==> src/rtl/fttd_pkg.sv <==
// shared types, register indexes and widths for the frame to tick dda stepper
package fttd_pkg;

  localparam int unsigned PosBitsDefault = 16;
  localparam int unsigned CntBits        = 16;
  localparam int unsigned ScaleBits      = 32;
  localparam int unsigned PosOutBits     = 16;
  localparam int unsigned CfgIdxBits     = 3;
  localparam int unsigned CfgDataBits    = 32;
  localparam int unsigned InDataBits     = 8;
  localparam int unsigned InUserBits     = 2;
  localparam int unsigned OutDataBits    = 40;

  typedef enum logic [CfgIdxBits-1:0] {
    CFG_FRAME_COUNT      = 3'd0,
    CFG_TICK_COUNT       = 3'd1,
    CFG_TICKS_PER_FRAME  = 3'd2,
    CFG_TPF_SCALED       = 3'd3,
    CFG_FULL_SCALE       = 3'd4
  } cfg_idx_e;

  typedef enum logic [1:0] {
    CMD_STEP  = 2'd0,
    CMD_START = 2'd1,
    CMD_END   = 2'd2
  } cmd_e;

  typedef struct packed {
    logic [CntBits-1:0]   frame_count;
    logic [CntBits-1:0]   tick_count;
    logic [CntBits-1:0]   ticks_per_frame;
    logic [ScaleBits-1:0] tpf_scaled;
    logic [ScaleBits-1:0] full_scale;
  } cfg_t;

endpackage

==> src/rtl/fttd_cfg.sv <==
// configuration register file written through the plain write port
module fttd_cfg import fttd_pkg::*; (
  input  logic                   clk_i,
  input  logic                   rst_ni,
  input  logic                   we_i,
  input  logic [CfgIdxBits-1:0]  idx_i,
  input  logic [CfgDataBits-1:0] data_i,
  output cfg_t                   cfg_o
);

  cfg_t cfg_d, cfg_q;

  always_comb begin
    cfg_d = cfg_q;
    if (we_i) begin
      case (cfg_idx_e'(idx_i))
        CFG_FRAME_COUNT:     cfg_d.frame_count     = data_i[CntBits-1:0];
        CFG_TICK_COUNT:      cfg_d.tick_count      = data_i[CntBits-1:0];
        CFG_TICKS_PER_FRAME: cfg_d.ticks_per_frame = data_i[CntBits-1:0];
        CFG_TPF_SCALED:      cfg_d.tpf_scaled      = data_i[ScaleBits-1:0];
        CFG_FULL_SCALE:      cfg_d.full_scale      = data_i[ScaleBits-1:0];
        default:             cfg_d = cfg_q;
      endcase
    end
  end

  always_ff @(posedge clk_i or negedge rst_ni) begin
    if (!rst_ni) begin
      cfg_q.frame_count     <= CntBits'(1);
      cfg_q.tick_count      <= CntBits'(1);
      cfg_q.ticks_per_frame <= CntBits'(1);
      cfg_q.tpf_scaled      <= ScaleBits'(1);
      cfg_q.full_scale      <= ScaleBits'(1);
    end else begin
      cfg_q <= cfg_d;
    end
  end

  assign cfg_o = cfg_q;

endmodule

==> src/rtl/fttd_step.sv <==
// next-state logic for one command: step (frame move, coarse tick advance, correction, rounding), start or end
module fttd_step import fttd_pkg::*; #(
  parameter int unsigned POS_BITS = PosBitsDefault
) (
  input  cfg_t                 cfg_i,
  input  cmd_e                 cmd_i,
  input  logic                 fwd_i,
  input  logic                 wrap_i,
  input  logic [POS_BITS-1:0]  frame_now_i,
  input  logic [POS_BITS-1:0]  tick_now_i,
  input  logic [ScaleBits-1:0] frame_scaled_i,
  input  logic [ScaleBits-1:0] tick_scaled_i,
  output logic                 accepted_o,
  output logic [POS_BITS-1:0]  frame_now_o,
  output logic [POS_BITS-1:0]  tick_now_o,
  output logic [ScaleBits-1:0] frame_scaled_o,
  output logic [ScaleBits-1:0] tick_scaled_o
);

  localparam int unsigned CmpBits = (POS_BITS > CntBits) ? POS_BITS : CntBits;

  logic [ScaleBits-1:0] fc_s, tc_s, half_s;
  logic                 wrapped;
  logic [POS_BITS-1:0]  nf, nt;
  logic [ScaleBits-1:0] nfs, nts, tgt;

  assign fc_s   = ScaleBits'(cfg_i.frame_count);
  assign tc_s   = ScaleBits'(cfg_i.tick_count);
  assign half_s = fc_s >> 1;

  always_comb begin
    // frame move
    wrapped = 1'b0;
    if (fwd_i) begin
      if (CmpBits'(frame_now_i) == CmpBits'(cfg_i.frame_count)) begin
        wrapped = 1'b1;
        nf      = '0;
        nfs     = '0;
      end else begin
        nf  = frame_now_i + POS_BITS'(1);
        nfs = frame_scaled_i + tc_s;
      end
    end else begin
      if (frame_now_i == '0) begin
        wrapped = 1'b1;
        nf      = POS_BITS'(cfg_i.frame_count);
        nfs     = cfg_i.full_scale;
      end else begin
        nf  = frame_now_i - POS_BITS'(1);
        nfs = frame_scaled_i - tc_s;
      end
    end

    nt  = tick_now_i;
    nts = tick_scaled_i;
    tgt = '0;
    if (wrapped) begin
      if (fwd_i) begin
        nt  = '0;
        nts = '0;
      end else begin
        nt  = POS_BITS'(cfg_i.tick_count);
        nts = nfs;
      end
    end else begin
      // coarse advance and one correction only when ticks outnumber frames
      if (cfg_i.frame_count < cfg_i.tick_count) begin
        if (fwd_i) begin
          nt  = nt + POS_BITS'(cfg_i.ticks_per_frame);
          nts = nts + cfg_i.tpf_scaled;
          if (nts < nfs && (nfs - nts) >= fc_s) begin
            nt  = nt + POS_BITS'(1);
            nts = nts + fc_s;
          end
        end else begin
          nt  = nt - POS_BITS'(cfg_i.ticks_per_frame);
          nts = nts - cfg_i.tpf_scaled;
          if (nts > nfs && (nts - nfs) >= fc_s) begin
            nt  = nt - POS_BITS'(1);
            nts = nts - fc_s;
          end
        end
      end
      // round to nearest tick using half a frame count
      if (fwd_i) begin
        tgt = nts + fc_s;
        if (nfs >= tgt || (tgt - nfs) <= half_s) begin
          nt  = nt + POS_BITS'(1);
          nts = tgt;
        end
      end else if (nts != '0) begin
        tgt = nts - fc_s;
        if (nfs <= tgt || (nfs - tgt) <= half_s) begin
          nt  = nt - POS_BITS'(1);
          nts = tgt;
        end
      end
    end
  end

  always_comb begin
    accepted_o     = 1'b0;
    frame_now_o    = frame_now_i;
    tick_now_o     = tick_now_i;
    frame_scaled_o = frame_scaled_i;
    tick_scaled_o  = tick_scaled_i;
    case (cmd_i)
      CMD_STEP: begin
        // refused wrap leaves everything as it was
        if (!(wrapped && !wrap_i)) begin
          accepted_o     = 1'b1;
          frame_now_o    = nf;
          tick_now_o     = nt;
          frame_scaled_o = nfs;
          tick_scaled_o  = nts;
        end
      end
      CMD_START: begin
        accepted_o     = 1'b1;
        frame_now_o    = '0;
        tick_now_o     = '0;
        frame_scaled_o = '0;
        tick_scaled_o  = '0;
      end
      CMD_END: begin
        accepted_o     = 1'b1;
        frame_now_o    = POS_BITS'(cfg_i.frame_count);
        tick_now_o     = POS_BITS'(cfg_i.tick_count);
        frame_scaled_o = cfg_i.full_scale;
        tick_scaled_o  = cfg_i.full_scale;
      end
      default: accepted_o = 1'b0;
    endcase
  end

endmodule

==> src/rtl/frame_to_tick_dda_stepper.sv <==
// One command is taken per clock cycle, back to back, as long as the held command can move on,
// and each gives one result beat: the command is held in an input register, and the position
// state and the result register are updated together when it moves on, so the next command
// already sees the new state. The cycle time is set by the combinational step datapath (one
// coarse add, one correction, one rounding add and compare on 32-bit scaled values). After
// writing the five registers, issue a force-to-start command before stepping. The user must
// write configuration only while no command is in flight; the block does not enforce it.
module frame_to_tick_dda_stepper import fttd_pkg::*; #(
  parameter int unsigned POS_BITS = PosBitsDefault
) (
  input  logic                   clk_i,
  input  logic                   rst_ni,
  input  logic                   cfg_we_i,
  input  logic [CfgIdxBits-1:0]  cfg_idx_i,
  input  logic [CfgDataBits-1:0] cfg_data_i,
  input  logic                   s_axis_tvalid,
  output logic                   s_axis_tready,
  input  logic [InDataBits-1:0]  s_axis_tdata,  // go_forward, wrap_allowed, zero pad
  input  logic [InUserBits-1:0]  s_axis_tuser,  // cmd
  output logic                   m_axis_tvalid,
  input  logic                   m_axis_tready,
  output logic [OutDataBits-1:0] m_axis_tdata   // accepted, frame_pos, tick_pos, zero pad
);

  cfg_t cfg;

  logic in_valid_d, in_valid_q;
  cmd_e in_cmd_q;
  logic in_fwd_q, in_wrap_q;

  logic [POS_BITS-1:0]  frame_now_q, tick_now_q, frame_now_d, tick_now_d;
  logic [ScaleBits-1:0] frame_scaled_q, tick_scaled_q, frame_scaled_d, tick_scaled_d;
  logic                 step_acc;

  logic                  out_valid_d, out_valid_q;
  logic                  out_acc_q;
  logic [PosOutBits-1:0] out_frame_q, out_tick_q;

  logic s_beat, adv;

  fttd_cfg u_cfg (
    .clk_i  (clk_i),
    .rst_ni (rst_ni),
    .we_i   (cfg_we_i),
    .idx_i  (cfg_idx_i),
    .data_i (cfg_data_i),
    .cfg_o  (cfg)
  );

  fttd_step #(.POS_BITS(POS_BITS)) u_step (
    .cfg_i          (cfg),
    .cmd_i          (in_cmd_q),
    .fwd_i          (in_fwd_q),
    .wrap_i         (in_wrap_q),
    .frame_now_i    (frame_now_q),
    .tick_now_i     (tick_now_q),
    .frame_scaled_i (frame_scaled_q),
    .tick_scaled_i  (tick_scaled_q),
    .accepted_o     (step_acc),
    .frame_now_o    (frame_now_d),
    .tick_now_o     (tick_now_d),
    .frame_scaled_o (frame_scaled_d),
    .tick_scaled_o  (tick_scaled_d)
  );

  // a held command moves on whenever the result register is free or being drained
  assign adv           = in_valid_q && (!out_valid_q || m_axis_tready);
  assign s_axis_tready = !in_valid_q || adv;
  assign s_beat        = s_axis_tvalid && s_axis_tready;

  always_comb begin
    in_valid_d = in_valid_q;
    if (s_beat) begin
      in_valid_d = 1'b1;
    end else if (adv) begin
      in_valid_d = 1'b0;
    end
    out_valid_d = out_valid_q;
    if (adv) begin
      out_valid_d = 1'b1;
    end else if (m_axis_tready) begin
      out_valid_d = 1'b0;
    end
  end

  always_ff @(posedge clk_i or negedge rst_ni) begin
    if (!rst_ni) begin
      in_valid_q     <= 1'b0;
      out_valid_q    <= 1'b0;
      frame_now_q    <= '0;
      tick_now_q     <= '0;
      frame_scaled_q <= '0;
      tick_scaled_q  <= '0;
    end else begin
      in_valid_q  <= in_valid_d;
      out_valid_q <= out_valid_d;
      if (adv) begin
        frame_now_q    <= frame_now_d;
        tick_now_q     <= tick_now_d;
        frame_scaled_q <= frame_scaled_d;
        tick_scaled_q  <= tick_scaled_d;
      end
    end
  end

  always_ff @(posedge clk_i) begin
    if (s_beat) begin
      in_cmd_q  <= cmd_e'(s_axis_tuser);
      in_fwd_q  <= s_axis_tdata[0];
      in_wrap_q <= s_axis_tdata[1];
    end
    if (adv) begin
      out_acc_q   <= step_acc;
      out_frame_q <= PosOutBits'(frame_now_d);
      out_tick_q  <= PosOutBits'(tick_now_d);
    end
  end

  assign m_axis_tvalid = out_valid_q;
  assign m_axis_tdata  = {(OutDataBits - 2 * PosOutBits - 1)'(0), out_tick_q, out_frame_q,
                          out_acc_q};

`ifndef SYNTHESIS
  a_refused_holds_state: assert property (@(posedge clk_i) disable iff (!rst_ni)
    (adv && !step_acc) |=> (frame_now_q == $past(frame_now_q) &&
                            tick_scaled_q == $past(tick_scaled_q)))
    else $error("refused command changed the position state");

  a_result_matches_state: assert property (@(posedge clk_i) disable iff (!rst_ni)
    adv |=> (out_frame_q == PosOutBits'(frame_now_q) && out_tick_q == PosOutBits'(tick_now_q)))
    else $error("result beat disagrees with the position state");

  a_start_clears: assert property (@(posedge clk_i) disable iff (!rst_ni)
    (adv && in_cmd_q == CMD_START) |=> (frame_now_q == '0 && tick_now_q == '0 &&
                                        frame_scaled_q == '0 && tick_scaled_q == '0))
    else $error("force to start left state behind");

  a_stall_only_when_full: assert property (@(posedge clk_i) disable iff (!rst_ni)
    !s_axis_tready |-> (in_valid_q && out_valid_q && !m_axis_tready))
    else $error("input stalled with room in the pipeline");
`endif

endmodule
==> config.mk <==
export PLATFORM = sky130hd
export DESIGN_NAME = frame_to_tick_dda_stepper
export DESIGN_NICKNAME = d
export VERILOG_FILES = /design/src/rtl/fttd_pkg.sv /design/src/rtl/fttd_cfg.sv /design/src/rtl/fttd_step.sv /design/src/rtl/frame_to_tick_dda_stepper.sv
export SDC_FILE = /design/constraint.sdc
export NUM_CORES = 2
export LEC_CHECK = 0
export BUFFER_PORTS_ARGS = -buffer_cell sky130_fd_sc_hd__buf_2
export CAP_MARGIN = 20
export CORE_MARGIN = 3
export CORE_UTILIZATION = 61
export DETAILED_ROUTE_END_ITERATION = 16
export PLACE_DENSITY = 0.8
export SYNTH_ARGS = -nofsm -noshare
export SYNTH_HDL_FRONTEND = slang
export SYNTH_SLANG_ARGS = --single-unit
==> constraint.sdc <==
create_clock -name clk_i -period 36.9 [get_ports clk_i]
set_clock_uncertainty 0.2 [all_clocks]
set_input_delay 0 -clock clk_i [delete_from_list [all_inputs] [get_ports clk_i]]
set_output_delay 0 -clock clk_i [all_outputs]
set_load 0.03 [all_outputs]
=== Word level (Yosys, flattened, before mapping) ===
Cells that the tools add are included.

* Add/subtract/negate cells: 20
* Magnitude comparators: 9
* Equal/unequal tests: 8
* Muxes and demuxes: 45
* Reduce and logical (&&, ||, !) cells: 26

{| class="wikitable"
|+ Operators with widths
! operator !! number
|-
| two-way mux 32 bit || 16
|-
| two-way mux 16 bit || 16
|-
| one-hot mux 32 bit (3 select lines) || 2
|-
| subtractor 32 bit || 5
|-
| adder 32 x 16 -> 32 bit || 3
|-
| one-hot mux 16 bit (3 select lines) || 2
|-
| subtractor 32 x 16 -> 32 bit || 3
|-
| greater-or-equal comparator 32 x 16 -> 1 bit || 2
|-
| less-or-equal comparator 32 x 15 -> 1 bit || 2
|-
| adder 16 x 1 -> 16 bit (second input constant) || 3
|-
| subtractor 16 x 1 -> 16 bit (second input constant) || 3
|-
| adder 32 bit || 1
|-
| greater-or-equal comparator 32 bit || 1
|-
| greater-than comparator 32 bit || 1
|-
| less-or-equal comparator 32 bit || 1
|-
| less-than comparator 32 bit || 1
|-
| nonzero test 32 bit || 1
|-
| adder 16 bit || 1
|-
| equality test 16 bit || 1
|-
| logical NOT 16 bit || 1
|-
| less-than comparator 16 bit || 1
|-
| subtractor 16 bit || 1
|-
| AND reduction 2 bit || 5
|-
| two-way mux 1 bit || 8
|-
| 16 further kinds || 27
|}

* Register bits after elaboration: 247
* Output and inout bits: 42
* Logic and storage cells: 125

=== Longest topological paths before layout ===
* Depth in word-level cells: 20
* Depth in mapped cells: 81
* Mapped depth without buffers: 75

=== Hierarchy ===
A second synthesis with hierarchy kept.

* Cell total of the unflattened synthesis: 5060
* Area, all modules: 39130.0 µm²

{| class="wikitable"
|+ By module, submodules not included
! module !! times used !! cells an instance !! area an instance (µm²) !! seq. area each (µm²)
|-
| fttd_step || 1 || 4562 || 29935.0 || 0.0
|-
| frame_to_tick_dda_stepper || 1 || 257 || 4947.2 || 3563.4
|-
| fttd_cfg || 1 || 241 || 4247.8 || 2808.9
|}

=== Least setup slack after synthesis ===
No wires, ideal clock.

* Kind: register to register
* Start point: register frame_now_q[0]
* End point: register out_tick_q[9] (data pin)
* Setup time: 261 ps
* Data arrival time: 15518 ps
* Data required time: 36439 ps
* Slack: 20921 ps
* Cell stages (with the launch flop): 76
* Path buffers: 7
* Clock period less this slack: 15979 ps
* Cells stage by stage: dfrtp_1 > clkbuf_1 > inv_1 > ha_1 > or3b_2 > or3_1 > clkbuf_1 > nor3_1 > nand2b_1 > nor4_1 > nand2_1 > clkbuf_1 > nor2_1 > clkbuf_1 > buf_1 > a21oi_1 > ha_1 > fa_1 > [... 40 more ...] > xor2_1 > ha_1 > inv_1 > nor2_1 > o22ai_1 > nor4_1 > o211ai_1 > a211oi_1 > nand4b_1 > nor4_1 > a31o_2 > clkbuf_1 > and2_0 > nand3_1 > nor4_1 > a31oi_1 > xor2_1 > a221o_1

* Longest elaborated chain between the ends: 20
* Elaborated cells on any way between the ends: 47
* Classes of those cells: 8 x add/sub; 8 x order compare; 1 x eq/ne; 23 x mux; 7 x reduce/logical

{| class="wikitable"
|+ RTL lines
! element !! RTL line !! text
|-
| from (decl) || frame_to_tick_dda_stepper.sv:31 || <nowiki>logic [POS_BITS-1:0] frame_now_q, tick_now_q, frame_now_d, tick_now_d;</nowiki>
|-
| from (signal assigned) || frame_to_tick_dda_stepper.sv:98 || <nowiki>frame_now_q <= frame_now_d;</nowiki>
|-
| equality test 16 bit / logical NOT 16 bit (equally long branches) || fttd_step.sv:35, fttd_step.sv:44 ||
|-
| two-way mux 32 bit (on tied branches) || fttd_step.sv:35, fttd_step.sv:44 ||
|-
| two-way mux 32 bit || fttd_step.sv:34 || <nowiki>if (fwd_i) begin</nowiki>
|-
| subtractor 32 bit (on tied branches) || fttd_step.sv:78, fttd_step.sv:71 ||
|-
| greater-or-equal comparator 32 x 16 -> 1 bit (on tied branches) || fttd_step.sv:78, fttd_step.sv:71 ||
|-
| logical AND 1 bit (on tied branches) || fttd_step.sv:78, fttd_step.sv:71 ||
|-
| two-way mux 32 bit (on tied branches) || fttd_step.sv:78, fttd_step.sv:71 ||
|-
| two-way mux 32 bit || fttd_step.sv:68 || <nowiki>if (fwd_i) begin</nowiki>
|-
| [... 5 more ...] || n/a ||
|-
| logical OR 1 bit || fttd_step.sv:93 || <nowiki>if (nfs <= tgt || (nfs - tgt) <= half_s) begin</nowiki>
|-
| two-way mux 16 bit || fttd_step.sv:93 ||
|-
| two-way mux 16 bit || fttd_step.sv:91 || <nowiki>end else if (nts != '0) begin</nowiki>
|-
| two-way mux 16 bit || fttd_step.sv:85 || <nowiki>if (fwd_i) begin</nowiki>
|-
| two-way mux 16 bit || fttd_step.sv:57 || <nowiki>if (wrapped) begin</nowiki>
|-
| two-way mux 16 bit (*) || fttd_step.sv:110 || <nowiki>if (!(wrapped && !wrap_i)) begin</nowiki>
|-
| one-hot mux 16 bit (3 select lines) (*) || fttd_step.sv:107 || <nowiki>case (cmd_i)</nowiki>
|-
| net tick_now_d[9] || frame_to_tick_dda_stepper.sv:31 ||
|-
| to (signal assigned) || frame_to_tick_dda_stepper.sv:115 || <nowiki>out_tick_q <= PosOutBits'(tick_now_d);</nowiki>
|-
| to (decl) || frame_to_tick_dda_stepper.sv:37 || <nowiki>logic [PosOutBits-1:0] out_frame_q, out_tick_q;</nowiki>
|}

Mark *: on every way through the listed nets, which the timed path passes. The rest lies on a longest branch. The select of a mux whose other input is x is not followed.
A chain may end at the register's enable or synchronous reset.

=== Worst setup path in the final report ===
* Start point: register frame_now_q[0]
* End point: register out_tick_q[11] (data pin)

The elaborated chain is that of the path after synthesis.

==> reports/metrics.yaml <==
num_vias: 37600
clk_pin_slew_ps: 70
firstDrtPassIters: 7
required_ps: 37000
critPathMaxStageDelay_ps: 910
start_util: 0.620
synth_area_leader_cell: "dfrtp_1"
cpMostUsedCell: "a21oi_1"
synth_warnings: 0
fin_area_sq_mm: 0.0384
place_area_sq_mm: 0.0369
endpoint_kind: "flop"
ys_types: 121
synth-main-ff-cell: "dfrtp_1"
antenna_found_initial: 5
htree_levels: 1
clock.fmax_mhz: 47.2
coreArea_sq_mm: 0.0580
async_reset_ff_frac: 0.850
synth_seq_cells: 247
synth_top_family_by_area: "compound AO/OA/AOI/OAI gates"
status: "complete, no violations"
r2r_slack_ps: 15730
area_growth_pct: 6.75
cp_max_fo: 31
hold_viol: 0
numCtsBuffers: 26
synth_compound_area_frac: 0.275
synth_cells: 4800
layout-drive-gt1-share: 0.0814
post_synth_xor_area_fraction: 0.0838
synth_top_area_share: 0.143
gp_congestion: 1.02
synthAdderAreaFrac: 0.146
clock_path_buffers: 3
first_iter_violations: 4751
rsz0062_at_grt: "no"
dieWidth_microns: 249
wl_per_cell_microns: 23.6
hold_path_class: "in -> reg"
final_nets: 5254
crit_path_top_delay_cell: "and2_0"
overflow: 0
vias_per_cell: 6.74
yosys-top-cells-area: "dfrtp_1 (14%), ha_1 (14%), a21oi_1 (5.8%), xnor2_1 (5.4%), o21ai_0 (4.7%)"
synth_edf_count: 37
cts_tree: "built"
io_pins: 92
netlist_area_sq_mm: 0.0359
dp.final_hpwl_mm: 103
grt.total_usage: 0.403
grt_max_degree: 94
slew_violations: 0
layout.cells.most_common: "nand2_1"
drc: 0
root_buffer: "clkbuf_16"
ant_nets: 0
dieArea_sq_mm: 0.0619
grt_pass1_wl_mm: 198
clk-insertion-delay-late_ps: 560
post-cts-setup-buffers: 0
final_cell_mix: "nand2_1 (445), nor2_1 (427), a21oi_1 (419)"
muxShareOfSynthArea: 0.0400
postRouteWirelength_mm: 132
layout_worst_path_cycle_share: 0.574
setup_violations: 0
start_kind: "flop"
die_h_microns: 249
cts_sinks: 247
grt_pass1_vias: 33800
holdWs_ps: 27.3
syn_avg_cell_area_sq_um: 7.49
period_needed_ps: 21170
ys_seq_area_frac: 0.177
portBuffers: 78
worst_pin_slew_ps: 1200
worstPathArrival_ps: 21270
relSlewSlack: 0.194
tns_ps: 0
post_cts_resized: 0
rows: 88
crit_type: "reg -> reg"
max-cap-violations: 0
yosys.area_share.simple: 0.217
-- layer usage --
| layer | routed length, microns | global-route usage | vias up |
|---|---|---|---|
| li1 | - | - | 17500 |
| met1 | 53300 | 0.548 | 17600 |
| met2 | 54500 | 0.597 | 2125 |
| met3 | 14600 | 0.0807 | 391 |
| met4 | 9000 | 0.229 | 6 |
| met5 | 41 | 0 | - |
-- worst max-delay path: cells and delay by family (launching register included) --
family,cells,cell delay (ps)
xor+xnor,2,490
fa+ha+maj,6,1800
simple gates,26,8710
mux,1,680
flops,1,480
compound gates,33,7040
buf+inv,5,1430
-- final timing paths --
path / from / to / cells past startpoint
worst max-delay path: frame_now_q[0] / out_tick_q[11] / 73
worst min-delay path: cfg_data_i[31] / u_cfg.cfg_o[63] / 3
worst max register to register: frame_now_q[0] / out_tick_q[11] / 73
worst min register to register: frame_scaled_q[2] / frame_scaled_q[2] / 2
max in group asynchronous: rst_ni / u_cfg.cfg_o[70] / 4
min in group asynchronous: rst_ni / u_cfg.cfg_o[76] / 4
-- flip-flops by register name, indices dropped and copies added, names as in the netlist, 2 cells and up --
name and count:
frame_now_q 16, frame_scaled_q 32, in_cmd_q 2, out_frame_q 16, out_tick_q 16, tick_now_q 16, tick_scaled_q 32, u_cfg.cfg_o 112
-- cells by family (layout without fill, tap and decap cells) --
logic type      count (synthesis)  count (layout)
simple gates                 1601            1601
compound gates               1512            1512
buf+inv                       555             562
fa+ha+maj                     413             413
xor+xnor                      338             338
flops                         247             247
mux                           133             133
other cells                     1               8
-- stage by stage --
stage,utilization,worst slack (ps),instances
final,0.661,15730,5579
after global routing,0.661,14890,5578
after CTS,0.661,16650,5573
after detailed placement,0.636,16750,5476
after global placement,0.636,16770,5476
after floorplan,-,20920,4806
-- Yosys cell counts (all sizes together) (37+ instances only) --
cell type / n
xor2: 113
clkbuf: 186
a31oi: 43
a21oi: 424
dfrtp: 205
edfxtp: 37
o21ai: 365
nor2b: 44
nand2b: 65
nand4: 73
mux2: 78
xnor2: 223
nand3: 97
buf: 59
or3: 48
and3: 45
nor3: 121
a21o: 84
inv: 308
mux2i: 55
o21bai: 60
o21a: 48
nand2: 446
ha: 395
o211ai: 48
nor2: 436
a22oi: 45
nor4: 62
a211oi: 58
-- repair_timing --
| action | in CTS | in global routing |
|---|---|---|
| hold buffers | 51 | 2 |
| setup endpoints to repair | 0 | 0 |
| hold endpoints to repair | 223 | 5 |
-- final cells by class --
cell class                 instances  area (sq um)
sequential                       247          6370
fill                            5109         19700
antenna                            1          2.50
clock inverter                     9          98.8
tap                              765           957
timing repair buffer             206          1510
clock buffer                      37           785
multi-input combinational       4004         27500
inverter                         310          1160
Power is not shown: default switching activity piles up to over one toggle a cycle in this logic, so the estimate is an artifact.
